File: src/hw/rtl/tce_pkg.sv
// Types, constants and opcodes of the tiny CPU executor.
package tce_pkg;

    localparam int NUM_REGISTERS = 8;
    localparam int STACK_DEPTH   = 16;

    localparam int REG_AW  = (NUM_REGISTERS > 1) ? $clog2(NUM_REGISTERS) : 1;
    localparam int STK_AW  = (STACK_DEPTH > 1) ? $clog2(STACK_DEPTH) : 1;
    localparam int DEPTH_W = $clog2(STACK_DEPTH + 1);
    localparam int LEN_W   = 9;
    localparam int ERR_W   = 3;

    localparam logic [LEN_W-1:0] PROGRAM_LENGTH_RESET = 9'd256;

    typedef enum logic [7:0] {
        OP_LOAD  = 8'h01,
        OP_ADD   = 8'h02,
        OP_SUB   = 8'h03,
        OP_STORE = 8'h04,
        OP_NOP   = 8'h05,
        OP_AND   = 8'h06,
        OP_OR    = 8'h07,
        OP_XOR   = 8'h08,
        OP_READ  = 8'h09,
        OP_WRITE = 8'h0A,
        OP_JMP   = 8'h0B,
        OP_CALL  = 8'h0C,
        OP_RET   = 8'h0D,
        OP_BEQ   = 8'h0E,
        OP_BNE   = 8'h0F,
        OP_INT   = 8'h10
    } opcode_t;

    typedef enum logic [ERR_W-1:0] {
        ERR_NONE      = 3'd0,
        ERR_UNKNOWN   = 3'd1,
        ERR_UNDERFLOW = 3'd2,
        ERR_OVERFLOW  = 3'd3,
        ERR_BAD_REG   = 3'd4
    } err_t;

    typedef struct packed {
        logic [7:0] opcode;
        logic [7:0] first_byte;
        logic [7:0] second_byte;
        logic [7:0] key_byte;
    } in_item_t;

    typedef struct packed {
        logic [7:0]       next_pc;
        logic             halted;
        logic             store_valid;
        logic [7:0]       store_address;
        logic [7:0]       store_data;
        logic             display_valid;
        logic [7:0]       display_value;
        logic [ERR_W-1:0] error_code;
    } out_item_t;

    // Operands gathered for the execute step.
    typedef struct packed {
        in_item_t         item;
        logic [7:0]       pc;
        logic [LEN_W-1:0] program_length;
        logic [7:0]       reg_rd;
        logic [7:0]       reg0;
        logic [7:0]       reg1;
        logic [7:0]       stack_top;
        logic [DEPTH_W-1:0] depth;
    } exec_in_t;

    // State updates requested by the execute step.
    typedef struct packed {
        logic              reg_we;
        logic [REG_AW-1:0] reg_waddr;
        logic [7:0]        reg_wdata;
        logic              push;
        logic              pop;
        logic [7:0]        stack_wdata;
    } exec_upd_t;

endpackage

File: src/hw/rtl/tce_exec.sv
// Decode, ALU and next-pc logic of one instruction.
module tce_exec (
    input  tce_pkg::exec_in_t  ex_in,
    output tce_pkg::out_item_t res,
    output tce_pkg::exec_upd_t upd
);

    logic [7:0]  pc;
    logic [7:0]  b1;
    logic [7:0]  b2;
    logic [7:0]  npc;
    logic        reg_ok;
    logic        full;
    logic        empty;
    logic        eq;
    tce_pkg::err_t err;

    assign pc     = ex_in.pc;
    assign b1     = ex_in.item.first_byte;
    assign b2     = ex_in.item.second_byte;
    assign reg_ok = {1'b0, b1} < tce_pkg::LEN_W'(tce_pkg::NUM_REGISTERS);
    assign full   = ex_in.depth >= tce_pkg::DEPTH_W'(tce_pkg::STACK_DEPTH);
    assign empty  = ex_in.depth == '0;
    assign eq     = ex_in.reg0 == ex_in.reg1;

    always_comb begin
        npc                 = pc;
        err                 = tce_pkg::ERR_NONE;
        upd.reg_we          = 1'b0;
        upd.reg_waddr       = b1[tce_pkg::REG_AW-1:0];
        upd.reg_wdata       = b2;
        upd.push            = 1'b0;
        upd.pop             = 1'b0;
        upd.stack_wdata     = pc + 8'd2;
        res.store_valid     = 1'b0;
        res.store_address   = '0;
        res.store_data      = '0;
        res.display_valid   = 1'b0;
        res.display_value   = '0;

        if ({1'b0, pc} < ex_in.program_length) begin
            unique case (tce_pkg::opcode_t'(ex_in.item.opcode))
                tce_pkg::OP_LOAD, tce_pkg::OP_ADD, tce_pkg::OP_SUB,
                tce_pkg::OP_AND, tce_pkg::OP_OR, tce_pkg::OP_XOR: begin
                    npc = pc + 8'd3;
                    if (!reg_ok) begin
                        err = tce_pkg::ERR_BAD_REG;
                    end else begin
                        upd.reg_we = 1'b1;
                        unique case (tce_pkg::opcode_t'(ex_in.item.opcode))
                            tce_pkg::OP_ADD: upd.reg_wdata = ex_in.reg_rd + b2;
                            tce_pkg::OP_SUB: upd.reg_wdata = ex_in.reg_rd - b2;
                            tce_pkg::OP_AND: upd.reg_wdata = ex_in.reg_rd & b2;
                            tce_pkg::OP_OR:  upd.reg_wdata = ex_in.reg_rd | b2;
                            tce_pkg::OP_XOR: upd.reg_wdata = ex_in.reg_rd ^ b2;
                            default:         upd.reg_wdata = b2;
                        endcase
                    end
                end
                tce_pkg::OP_STORE: begin
                    npc = pc + 8'd3;
                    if (!reg_ok) begin
                        err = tce_pkg::ERR_BAD_REG;
                    end else begin
                        res.store_valid   = 1'b1;
                        res.store_address = b2;
                        res.store_data    = ex_in.reg_rd;
                    end
                end
                tce_pkg::OP_NOP: npc = pc + 8'd1;
                tce_pkg::OP_READ: begin
                    npc = pc + 8'd2;
                    if (!reg_ok) begin
                        err = tce_pkg::ERR_BAD_REG;
                    end else begin
                        upd.reg_we    = 1'b1;
                        upd.reg_wdata = ex_in.item.key_byte;
                    end
                end
                tce_pkg::OP_WRITE: begin
                    npc = pc + 8'd2;
                    if (!reg_ok) begin
                        err = tce_pkg::ERR_BAD_REG;
                    end else begin
                        res.display_valid = 1'b1;
                        res.display_value = ex_in.reg_rd;
                    end
                end
                tce_pkg::OP_JMP: npc = b1;
                tce_pkg::OP_CALL: begin
                    if (full) begin
                        err = tce_pkg::ERR_OVERFLOW;
                        npc = pc + 8'd2;
                    end else begin
                        upd.push = 1'b1;
                        npc      = b1;
                    end
                end
                tce_pkg::OP_RET: begin
                    if (empty) begin
                        err = tce_pkg::ERR_UNDERFLOW;
                        npc = pc + 8'd1;
                    end else begin
                        upd.pop = 1'b1;
                        npc     = ex_in.stack_top;
                    end
                end
                tce_pkg::OP_BEQ: npc = eq ? b1 : pc + 8'd2;
                tce_pkg::OP_BNE: npc = eq ? pc + 8'd2 : b1;
                tce_pkg::OP_INT: npc = pc + 8'd2;
                default: begin
                    err = tce_pkg::ERR_UNKNOWN;
                    npc = pc + 8'd1;
                end
            endcase
        end

        res.next_pc    = npc;
        res.halted     = {1'b0, npc} >= ex_in.program_length;
        res.error_code = err;
    end

endmodule

File: src/hw/rtl/tiny_8bit_cpu_executor.sv
// Top level of the tiny CPU executor: operand memories, pipeline and output register.
//
// Input channel s_valid/s_ready/s_data carries one instruction item: opcode, the
// two bytes after it and a keyboard byte. Output channel m_valid/m_ready/m_data
// returns one result item per instruction: new pc, halt flag, optional store,
// optional display write and an error code.
// Pipeline: the accepting edge reads the register file and return stack (synchronous
// memories) into the execute stage; execute and write-back happen at the edge that
// moves the item into the output register, which waits while the output is stalled.
// Throughput: 1 item per cycle while the output is not stalled, set by the single
// read-modify-write of the register file and stack per instruction; same-entry
// overlaps between neighbors are forwarded.
// cfg_wr_en/cfg_wr_data write program_length (reset 256); write only while idle.
// Reset clears pc, stack depth, register-file valid bits and both pipeline
// stages; unwritten register-file entries read as zero. When m_ready is low the result
// holds, one more item is taken into an empty execute stage, then s_ready drops.
module tiny_8bit_cpu_executor (
    input  logic                       aclk,
    input  logic                       aresetn,
    input  logic                       s_valid,
    output logic                       s_ready,
    input  tce_pkg::in_item_t          s_data,
    output logic                       m_valid,
    input  logic                       m_ready,
    output tce_pkg::out_item_t         m_data,
    input  logic                       cfg_wr_en,
    input  logic [tce_pkg::LEN_W-1:0]  cfg_wr_data
);

    logic [7:0]                   regmem   [tce_pkg::NUM_REGISTERS];
    logic [7:0]                   stackmem [tce_pkg::STACK_DEPTH];

    logic [7:0]                   pc_reg;
    logic [tce_pkg::LEN_W-1:0]    len_reg;
    logic [tce_pkg::DEPTH_W-1:0]  depth_reg;
    logic [tce_pkg::DEPTH_W-1:0]  depth_next;
    logic [7:0]                   r0_reg;
    logic [7:0]                   r1_reg;
    logic [tce_pkg::NUM_REGISTERS-1:0] rvalid_reg;

    logic                         s1_valid_reg;
    tce_pkg::in_item_t            s1_item_reg;
    logic [7:0]                   reg_q_reg;
    logic                         reg_qv_reg;
    logic                         reg_fwd_reg;
    logic [7:0]                   reg_fwd_data_reg;
    logic [7:0]                   stk_q_reg;
    logic                         stk_fwd_reg;
    logic [7:0]                   stk_fwd_data_reg;

    logic                         m_valid_reg;
    tce_pkg::out_item_t           m_data_reg;

    logic                         exec_fire;
    logic                         s_fire;
    logic [tce_pkg::REG_AW-1:0]   reg_raddr;
    logic [tce_pkg::DEPTH_W-1:0]  depth_eff;
    logic [tce_pkg::DEPTH_W-1:0]  depth_dec;
    logic [tce_pkg::STK_AW-1:0]   stk_raddr;
    logic [tce_pkg::STK_AW-1:0]   stk_waddr;

    tce_pkg::exec_in_t            ex_in;
    tce_pkg::out_item_t           ex_res;
    tce_pkg::exec_upd_t           ex_upd;

    assign exec_fire = s1_valid_reg && (!m_valid_reg || m_ready);
    assign s_ready   = !s1_valid_reg || exec_fire;
    assign s_fire    = s_valid && s_ready;

    assign reg_raddr = s_data.first_byte[tce_pkg::REG_AW-1:0];

    always_comb begin
        depth_next = depth_reg;
        if (ex_upd.push) begin
            depth_next = depth_reg + tce_pkg::DEPTH_W'(1);
        end else if (ex_upd.pop) begin
            depth_next = depth_reg - tce_pkg::DEPTH_W'(1);
        end
    end

    // Stack top address seen by the incoming item, after the one in execute.
    assign depth_eff = exec_fire ? depth_next : depth_reg;
    assign depth_dec = depth_eff - tce_pkg::DEPTH_W'(1);
    assign stk_raddr = depth_dec[tce_pkg::STK_AW-1:0];
    assign stk_waddr = depth_reg[tce_pkg::STK_AW-1:0];

    always_comb begin
        ex_in.item           = s1_item_reg;
        ex_in.pc             = pc_reg;
        ex_in.program_length = len_reg;
        ex_in.reg_rd         = reg_fwd_reg ? reg_fwd_data_reg
                                           : (reg_qv_reg ? reg_q_reg : 8'd0);
        ex_in.reg0           = r0_reg;
        ex_in.reg1           = r1_reg;
        ex_in.stack_top      = stk_fwd_reg ? stk_fwd_data_reg : stk_q_reg;
        ex_in.depth          = depth_reg;
    end

    tce_exec u_exec (
        .ex_in (ex_in),
        .res   (ex_res),
        .upd   (ex_upd)
    );

    // Register file memory.
    always_ff @(posedge aclk) begin
        if (exec_fire && ex_upd.reg_we) begin
            regmem[ex_upd.reg_waddr] <= ex_upd.reg_wdata;
        end
        if (s_fire) begin
            reg_q_reg <= regmem[reg_raddr];
        end
    end

    // Return stack memory.
    always_ff @(posedge aclk) begin
        if (exec_fire && ex_upd.push) begin
            stackmem[stk_waddr] <= ex_upd.stack_wdata;
        end
        if (s_fire) begin
            stk_q_reg <= stackmem[stk_raddr];
        end
    end

    // Payload and forwarding captured with each accepted item; result register loaded on execute.
    always_ff @(posedge aclk) begin
        if (s_fire) begin
            s1_item_reg      <= s_data;
            reg_qv_reg       <= rvalid_reg[reg_raddr];
            reg_fwd_reg      <= exec_fire && ex_upd.reg_we && (ex_upd.reg_waddr == reg_raddr);
            reg_fwd_data_reg <= ex_upd.reg_wdata;
            stk_fwd_reg      <= exec_fire && ex_upd.push && (stk_waddr == stk_raddr);
            stk_fwd_data_reg <= ex_upd.stack_wdata;
        end
        if (exec_fire) begin
            m_data_reg <= ex_res;
        end
    end

    always_ff @(posedge aclk) begin
        if (!aresetn) begin
            pc_reg       <= '0;
            len_reg      <= tce_pkg::PROGRAM_LENGTH_RESET;
            depth_reg    <= '0;
            r0_reg       <= '0;
            r1_reg       <= '0;
            rvalid_reg   <= '0;
            s1_valid_reg <= 1'b0;
            m_valid_reg  <= 1'b0;
        end else begin
            if (cfg_wr_en) begin
                len_reg <= cfg_wr_data;
            end
            if (s_fire) begin
                s1_valid_reg <= 1'b1;
            end else if (exec_fire) begin
                s1_valid_reg <= 1'b0;
            end
            if (exec_fire) begin
                m_valid_reg <= 1'b1;
            end else if (m_ready) begin
                m_valid_reg <= 1'b0;
            end
            if (exec_fire) begin
                pc_reg    <= ex_res.next_pc;
                depth_reg <= depth_next;
                if (ex_upd.reg_we) begin
                    rvalid_reg[ex_upd.reg_waddr] <= 1'b1;
                    // r0/r1 shadows feed the branch compare
                    if (ex_upd.reg_waddr == tce_pkg::REG_AW'(0)) begin
                        r0_reg <= ex_upd.reg_wdata;
                    end
                    if (ex_upd.reg_waddr == tce_pkg::REG_AW'(1)) begin
                        r1_reg <= ex_upd.reg_wdata;
                    end
                end
            end
        end
    end

    assign m_valid = m_valid_reg;
    assign m_data  = m_data_reg;

endmodule

File: config.mk
export PLATFORM = sky130hd
export DESIGN_NAME = tiny_8bit_cpu_executor
export DESIGN_NICKNAME = d
export VERILOG_FILES = /design/src/hw/rtl/tce_pkg.sv /design/src/hw/rtl/tce_exec.sv /design/src/hw/rtl/tiny_8bit_cpu_executor.sv
export SDC_FILE = /design/constraint.sdc
export NUM_CORES = 1
export LEC_CHECK = 0
export BUFFER_PORTS_ARGS = -buffer_cell sky130_fd_sc_hd__buf_4
export CORE_ASPECT_RATIO = 0.6
export CORE_MARGIN = 4
export CORE_UTILIZATION = 40
export CTS_CLUSTER_DIAMETER = 150
export DETAILED_ROUTE_END_ITERATION = 8
export PLACE_DENSITY = 0.56
export SLEW_MARGIN = 30
export SYNTH_ARGS = -nofsm -noshare
export SYNTH_HDL_FRONTEND = slang
export SYNTH_SLANG_ARGS = --single-unit
File: constraint.sdc
create_clock -name aclk -period 4.3 [get_ports aclk]
set_input_delay 0.86 -clock aclk [delete_from_list [all_inputs] [get_ports aclk]]
set_output_delay 0.86 -clock aclk [all_outputs]
set_load 0.02 [all_outputs]
; Word level (Yosys, flattened, before mapping)
; Memories as Yosys holds them, arrays and structs flattened. A register that Yosys moved wholly into a read port is not among the register bits.
; Index checks and enable logic that the tools add are counted.
[word_totals]
regBits = 137
mem_bits_rw = 192
inputBits = 46
out_inout_bits = 40
wordCells = 136
mem_count = 2
[memory_table]
columns = name, words, word_bits, read_ports, rd_clocked_by_memory_dff, wr, line_no
row1 = stackmem, 16, 8, 1, 1, 1, tiny_8bit_cpu_executor.sv:31  ; logic [7:0] stackmem [tce_pkg::STACK_DEPTH];
row2 = regmem, 8, 8, 1, 1, 1, tiny_8bit_cpu_executor.sv:30  ; logic [7:0] regmem [tce_pkg::NUM_REGISTERS];
[op_classes]
addsub = 8
order_cmp = 7
eq_ne = 20
muxes = 42
n_bitwise = 4
n_reduce_logical = 28
[op_table]
columns = cell, count
row1 = 8-bit 2-to-1 mux, 10
row2 = "8-bit by 4-bit equality test with 1-bit output, second input constant", 8
row3 = 8-bit one-hot mux with 7 select lines, 1
row4 = 8-bit one-hot mux with 5 select lines, 1
row5 = "8-bit by 3-bit equality test with 1-bit output, second input constant", 4
row6 = 1-bit 2-to-1 mux, 17
row7 = 17-bit 2-to-1 mux, 1
row8 = "8-bit by 2-bit adder with 8-bit output, second input constant", 2
row9 = "8-bit by 2-bit equality test with 1-bit output, second input constant", 2
row10 = 8-bit OR, 2
row11 = 8-bit one-hot mux with 2 select lines, 1
row12 = 5-bit 2-to-1 mux, 3
row13 = 7-bit OR reduction, 2
row14 = 3-bit one-hot mux with 4 select lines, 1
row15 = 3-bit AND reduction, 4
row16 = 10-bit 2-to-1 mux, 1
row17 = 8-bit by 9-bit greater-or-equal comparator with 1-bit output, 1
row18 = 8-bit by 9-bit less-than comparator with 1-bit output, 1
row19 = 9-bit 2-to-1 mux, 1
row20 = 9-bit OR reduction, 1
row21 = "8-bit by 1-bit adder with 8-bit output, second input constant", 1
row22 = 8-bit adder, 1
row23 = 8-bit AND, 1
row24 = "8-bit by 1-bit equality test with 1-bit output, second input constant", 1
row25 = 28 further kinds, 41

; Depth between registers and ports, before layout
[logic_depth]
depth_word = 13
depth_mapped = 19
mapped_depth_nobuf = 18

; Modules after synthesis
; From an unflattened synthesis, not the netlist that was laid out.
[hier_totals]
cells_unflattened = 1128
area_unflattened_um2 = 15997.8
[modules_own_cells]
columns = mod, n_inst, cells_per_inst, area_each_um2
row1 = tiny_8bit_cpu_executor, 1, 671, 12947.4
row2 = tce_exec, 1, 457, 3050.4

; Worst setup path before layout
; Ideal clock, no wire load.
[synth_path]
kind = input-to-reg
startpoint = input m_ready
endpoint = register stk_q_reg[2] (read register of stackmem) (data pin)
setup_ns = 0.275
arrival_ns = 3.546
path_slack_ns = 0.479
cell_stages = 14
path_buffers = 5
cell_sequence = nor2b_1 -> nand2b_1 -> clkbuf_1 -> a211oi_1 -> o21ai_1 -> xnor2_2 -> buf_4 -> buf_4 -> ha_1 -> clkbuf_1 -> buf_1 -> mux2i_1 -> mux2i_1 -> mux2i_1
[synth_between]
elab_chain_len = 4
word_cells_on_any_way = 6
classes_between = 1 x add/sub / 1 x mux / 4 x reduce/logical
[synth_lines]
columns = item, line_no
row1 = "start, declared", tiny_8bit_cpu_executor.sv:24  ; input logic m_ready,
row2 = 1-bit logical OR (*), tiny_8bit_cpu_executor.sv:66  ; assign exec_fire = s1_valid_reg && (!m_valid_reg || m_ready);
row3 = 1-bit logical AND (*), tiny_8bit_cpu_executor.sv:66
row4 = 5-bit 2-to-1 mux or 1-bit logical OR (tied branches), n/a
row5 = 4-bit by 1-bit subtractor with 4-bit output or 1-bit logical AND (tied branches), "tiny_8bit_cpu_executor.sv:83, tiny_8bit_cpu_executor.sv:68"
row6 = "end, declared", tiny_8bit_cpu_executor.sv:47  ; logic [7:0] stk_q_reg;
; Every way passes the cells marked *; elsewhere a longest branch is shown, timed or not.
; A chain may end at the register's enable or synchronous reset.

==> impl_metrics.toml <==
[placement]
postPlaceCellArea_mm2 = 0.0175
dp_cells = 1782
post-dp-hpwl_mm = 28.3
finalWeightedCongestion = 0.926
port-buffer-count = 85
post-place-ws_ps = 156

[layout]
syn_to_final_growth_pct = 18.1
fin_nets = 1394
layout_commonest_cell = "edfxtp_1"
postLayoutCellArea_mm2 = 0.0187
drive_above_1_share_pct = 20.1
layout.cells.non_filler = 1846
post-route-util_pct = 47.9
final_cell_mix = "edfxtp_1, buf_4, mux2i_1"
largest_reg_flops = 128

[die]
core-area_mm2 = 0.0391
io_pins = 86
die_area_mm2 = 0.0430
initial_core_util_pct = 40.6
die_h_um = 162
die_x_um = 265
row_count = 56

[setup_path]
worstPathMaxFanout = 9
path_delay_family = "compound AO/OA/AOI/OAI gates"
critPathBufInv = 3
r2r_slack_ps = 210
cp-end-kind = "flop"
path_class = "flop to flop"
critPathRequiredTime_ps = 4590
worstPathCellList = "nor4_4, and2_1, nand2_1, nor2_1, a21o_1, inv_1, ha_1, nor2b_1, o21ai_0, a21oi_1, o21ai_1, a21oi_1, xnor2_1, o211ai_1, a31oi_1, buf_4, o21ai_0, buf_4"
cpPeakStageDelay_ps = 560
worstPathArrival_ps = 4370
start_kind = "flop"
crit_path_top_delay_cell = "edfxtp_1"

[synth]
synth.largest_area_cell = "edfxtp_1"
syn_area_per_cell_um2 = 13.6
synth_cell_type_count = 77
synth_nets = 1258
synthCells = 1162
async_flop_share_pct = 0
synth_flop_cell = "edfxtp_1"
synth_seq_cells = 345
synth-edff-count = 297
yosysSeqAreaShare_pct = 62.3
synth_area_mm2 = 0.0159
synth.top_cell.area_share_pct = 56.2
yosys-top-cells-area = "edfxtp_1, mux2i_1, dfxtp_1"
yosys_warnings = 0

[timing]
worst_hold_slack_ps = 475
fin_skew_ps = 24.6
min_period_ps = 4090
fin_ws_ps = 215
rsz0062_at_grt = "false"
final_max_slew_viol_count = 0
final-setup-viol-count = 0
fin_crit_sh_pct = 95.0
finalHoldViolCount = 0
slew_headroom_pct = 49.1
tightest_slew_ps = 764
fmax_ghz = 0.245
finalSetupTns_ps = 0

[grt]
grt_pass1_wl_mm = 59.8
grt_util_all_layers_pct = 18.5
antenna_found_initial = 0
grt_pass1_vias = 9483
grt_max_degree = 68
overflow = 0

[power_and_ir_drop]
p_leak_nw = 7.48
switching_share_pct = 26.4
internal-power_mw = 6.21
p_sw_mw = 2.23
seq_power_share_pct = 45.6
p_total_mw = 8.45
p_per_area_mw_per_mm2 = 451
clkPwrFrac_pct = 36.9
vdd_drop_max_mv = 0.353
power_frac_comb_pct = 17.6

[detailed_routing]
wl_per_cell_um = 21.7
ant_nets = 0
viasPerCell = 5.32
first_pass_iters = 5
vias = 9824
drt-initial-drc-count = 1013
wl_mm = 40.1
drc_errors = 0

[clocking]
htree_levels = 2
post-cts-setup-buffers = 0
cts_buffers = 35
cts.clk_slew.worst_paths_ps = 70
clk_latency_ps = 550
cts_sinks = 345
ctsHoldBuffers = 0
clock_path_buffers = 3
cts_tree = "done"
cts-root-buf = "clkbuf_16"

[run_status]
outcome = "finished clean"

[job]
max-cap-violations = 0

[min_path]
hold_path_class = "flop to flop"
[metal layers]
layer	vias up	global-route usage (%)	wire, um
met5	-	0	0
li1	4635	-	-
met2	284	24.3	15400
met4	0	3.14	512
met1	4863	29.8	20800
met3	42	5.81	3340
[power by group through the flow]
stage / Combinational, mW / Sequential [mW] / Clock [mW]
finish: 1.48 / 3.85 / 3.11
global route: 1.58 / 3.86 / 3.35
CTS: 1.47 / 3.85 / 3.20
detailed placement: 1.46 / 3.92 / 0
global placement: 1.45 / 3.92 / 0
floorplan: 0.934 / 3.90 / 0
[Yosys cell counts (8+ instances only)]
master      n
a211oi_1    8
a21oi_1    45
clkbuf_1   38
xnor2_1    17
buf_2       8
nor2b_1     8
edfxtp_1  297
nand2_1    35
inv_1      54
and2_1     10
o21ai_1    11
o21ai_0    31
mux2i_1   152
a22oi_1    15
ha_1       49
and3_1     11
mux2_2      9
nand2b_1    9
dfxtp_1    48
nand3_1    12
nor3_1     16
mux4_2     18
xor2_1     21
nor2_1    114
[worst reg2reg max path: cells and delay by family (launching register included)]
kind | cells | cell delay, ps
compound gates | 8 | 1450
xor+xnor | 1 | 170
buf+inv | 3 | 440
flops | 1 | 560
fa+ha+maj | 1 | 260
simple gates | 5 | 930
[layout make-up]
cell class	count	area (um2)
repair buffers	159	1280
well taps	522	653
fillers	3454	20400
clock buffers	42	902
clock inverters	20	254
diodes	1	2.50
flip-flops and latches	345	9880
multi-input cells	702	5550
inverters	55	206
[path summary, 6_finish.rpt]
check / from / to / cells after the start
worst max-delay path: ex_in[82]$_DFFE_PP_ / regmem[4][7]$_DFFE_PP_ / 18
worst max register to register: ex_in[82]$_DFFE_PP_ / regmem[4][7]$_DFFE_PP_ / 18
worst min-delay path: rvalid_reg[5]$_SDFFE_PN0P_ / rvalid_reg[5]$_SDFFE_PN0P_ / 2
worst min register to register: rvalid_reg[5]$_SDFFE_PN0P_ / rvalid_reg[5]$_SDFFE_PN0P_ / 2
[repair_timing]
action / CTS / global route
endpoints found under the hold margin: 0 / 0
endpoints found under the setup margin: 0 / 10
gates resized for setup: 0 / 9
[cells by family after synthesis]
logic type               synth area share (%)
multiplexers                             12.8
AND/OR/NAND/NOR                          7.98
buffers and inverters                    2.97
XOR/XNOR                                 2.68
flip-flops                               62.3
AO/OA/AOI/OAI                            7.29
adder cells (fa/ha/maj)                  3.99
No activity file was read; power rests on OpenSTA's default activity.
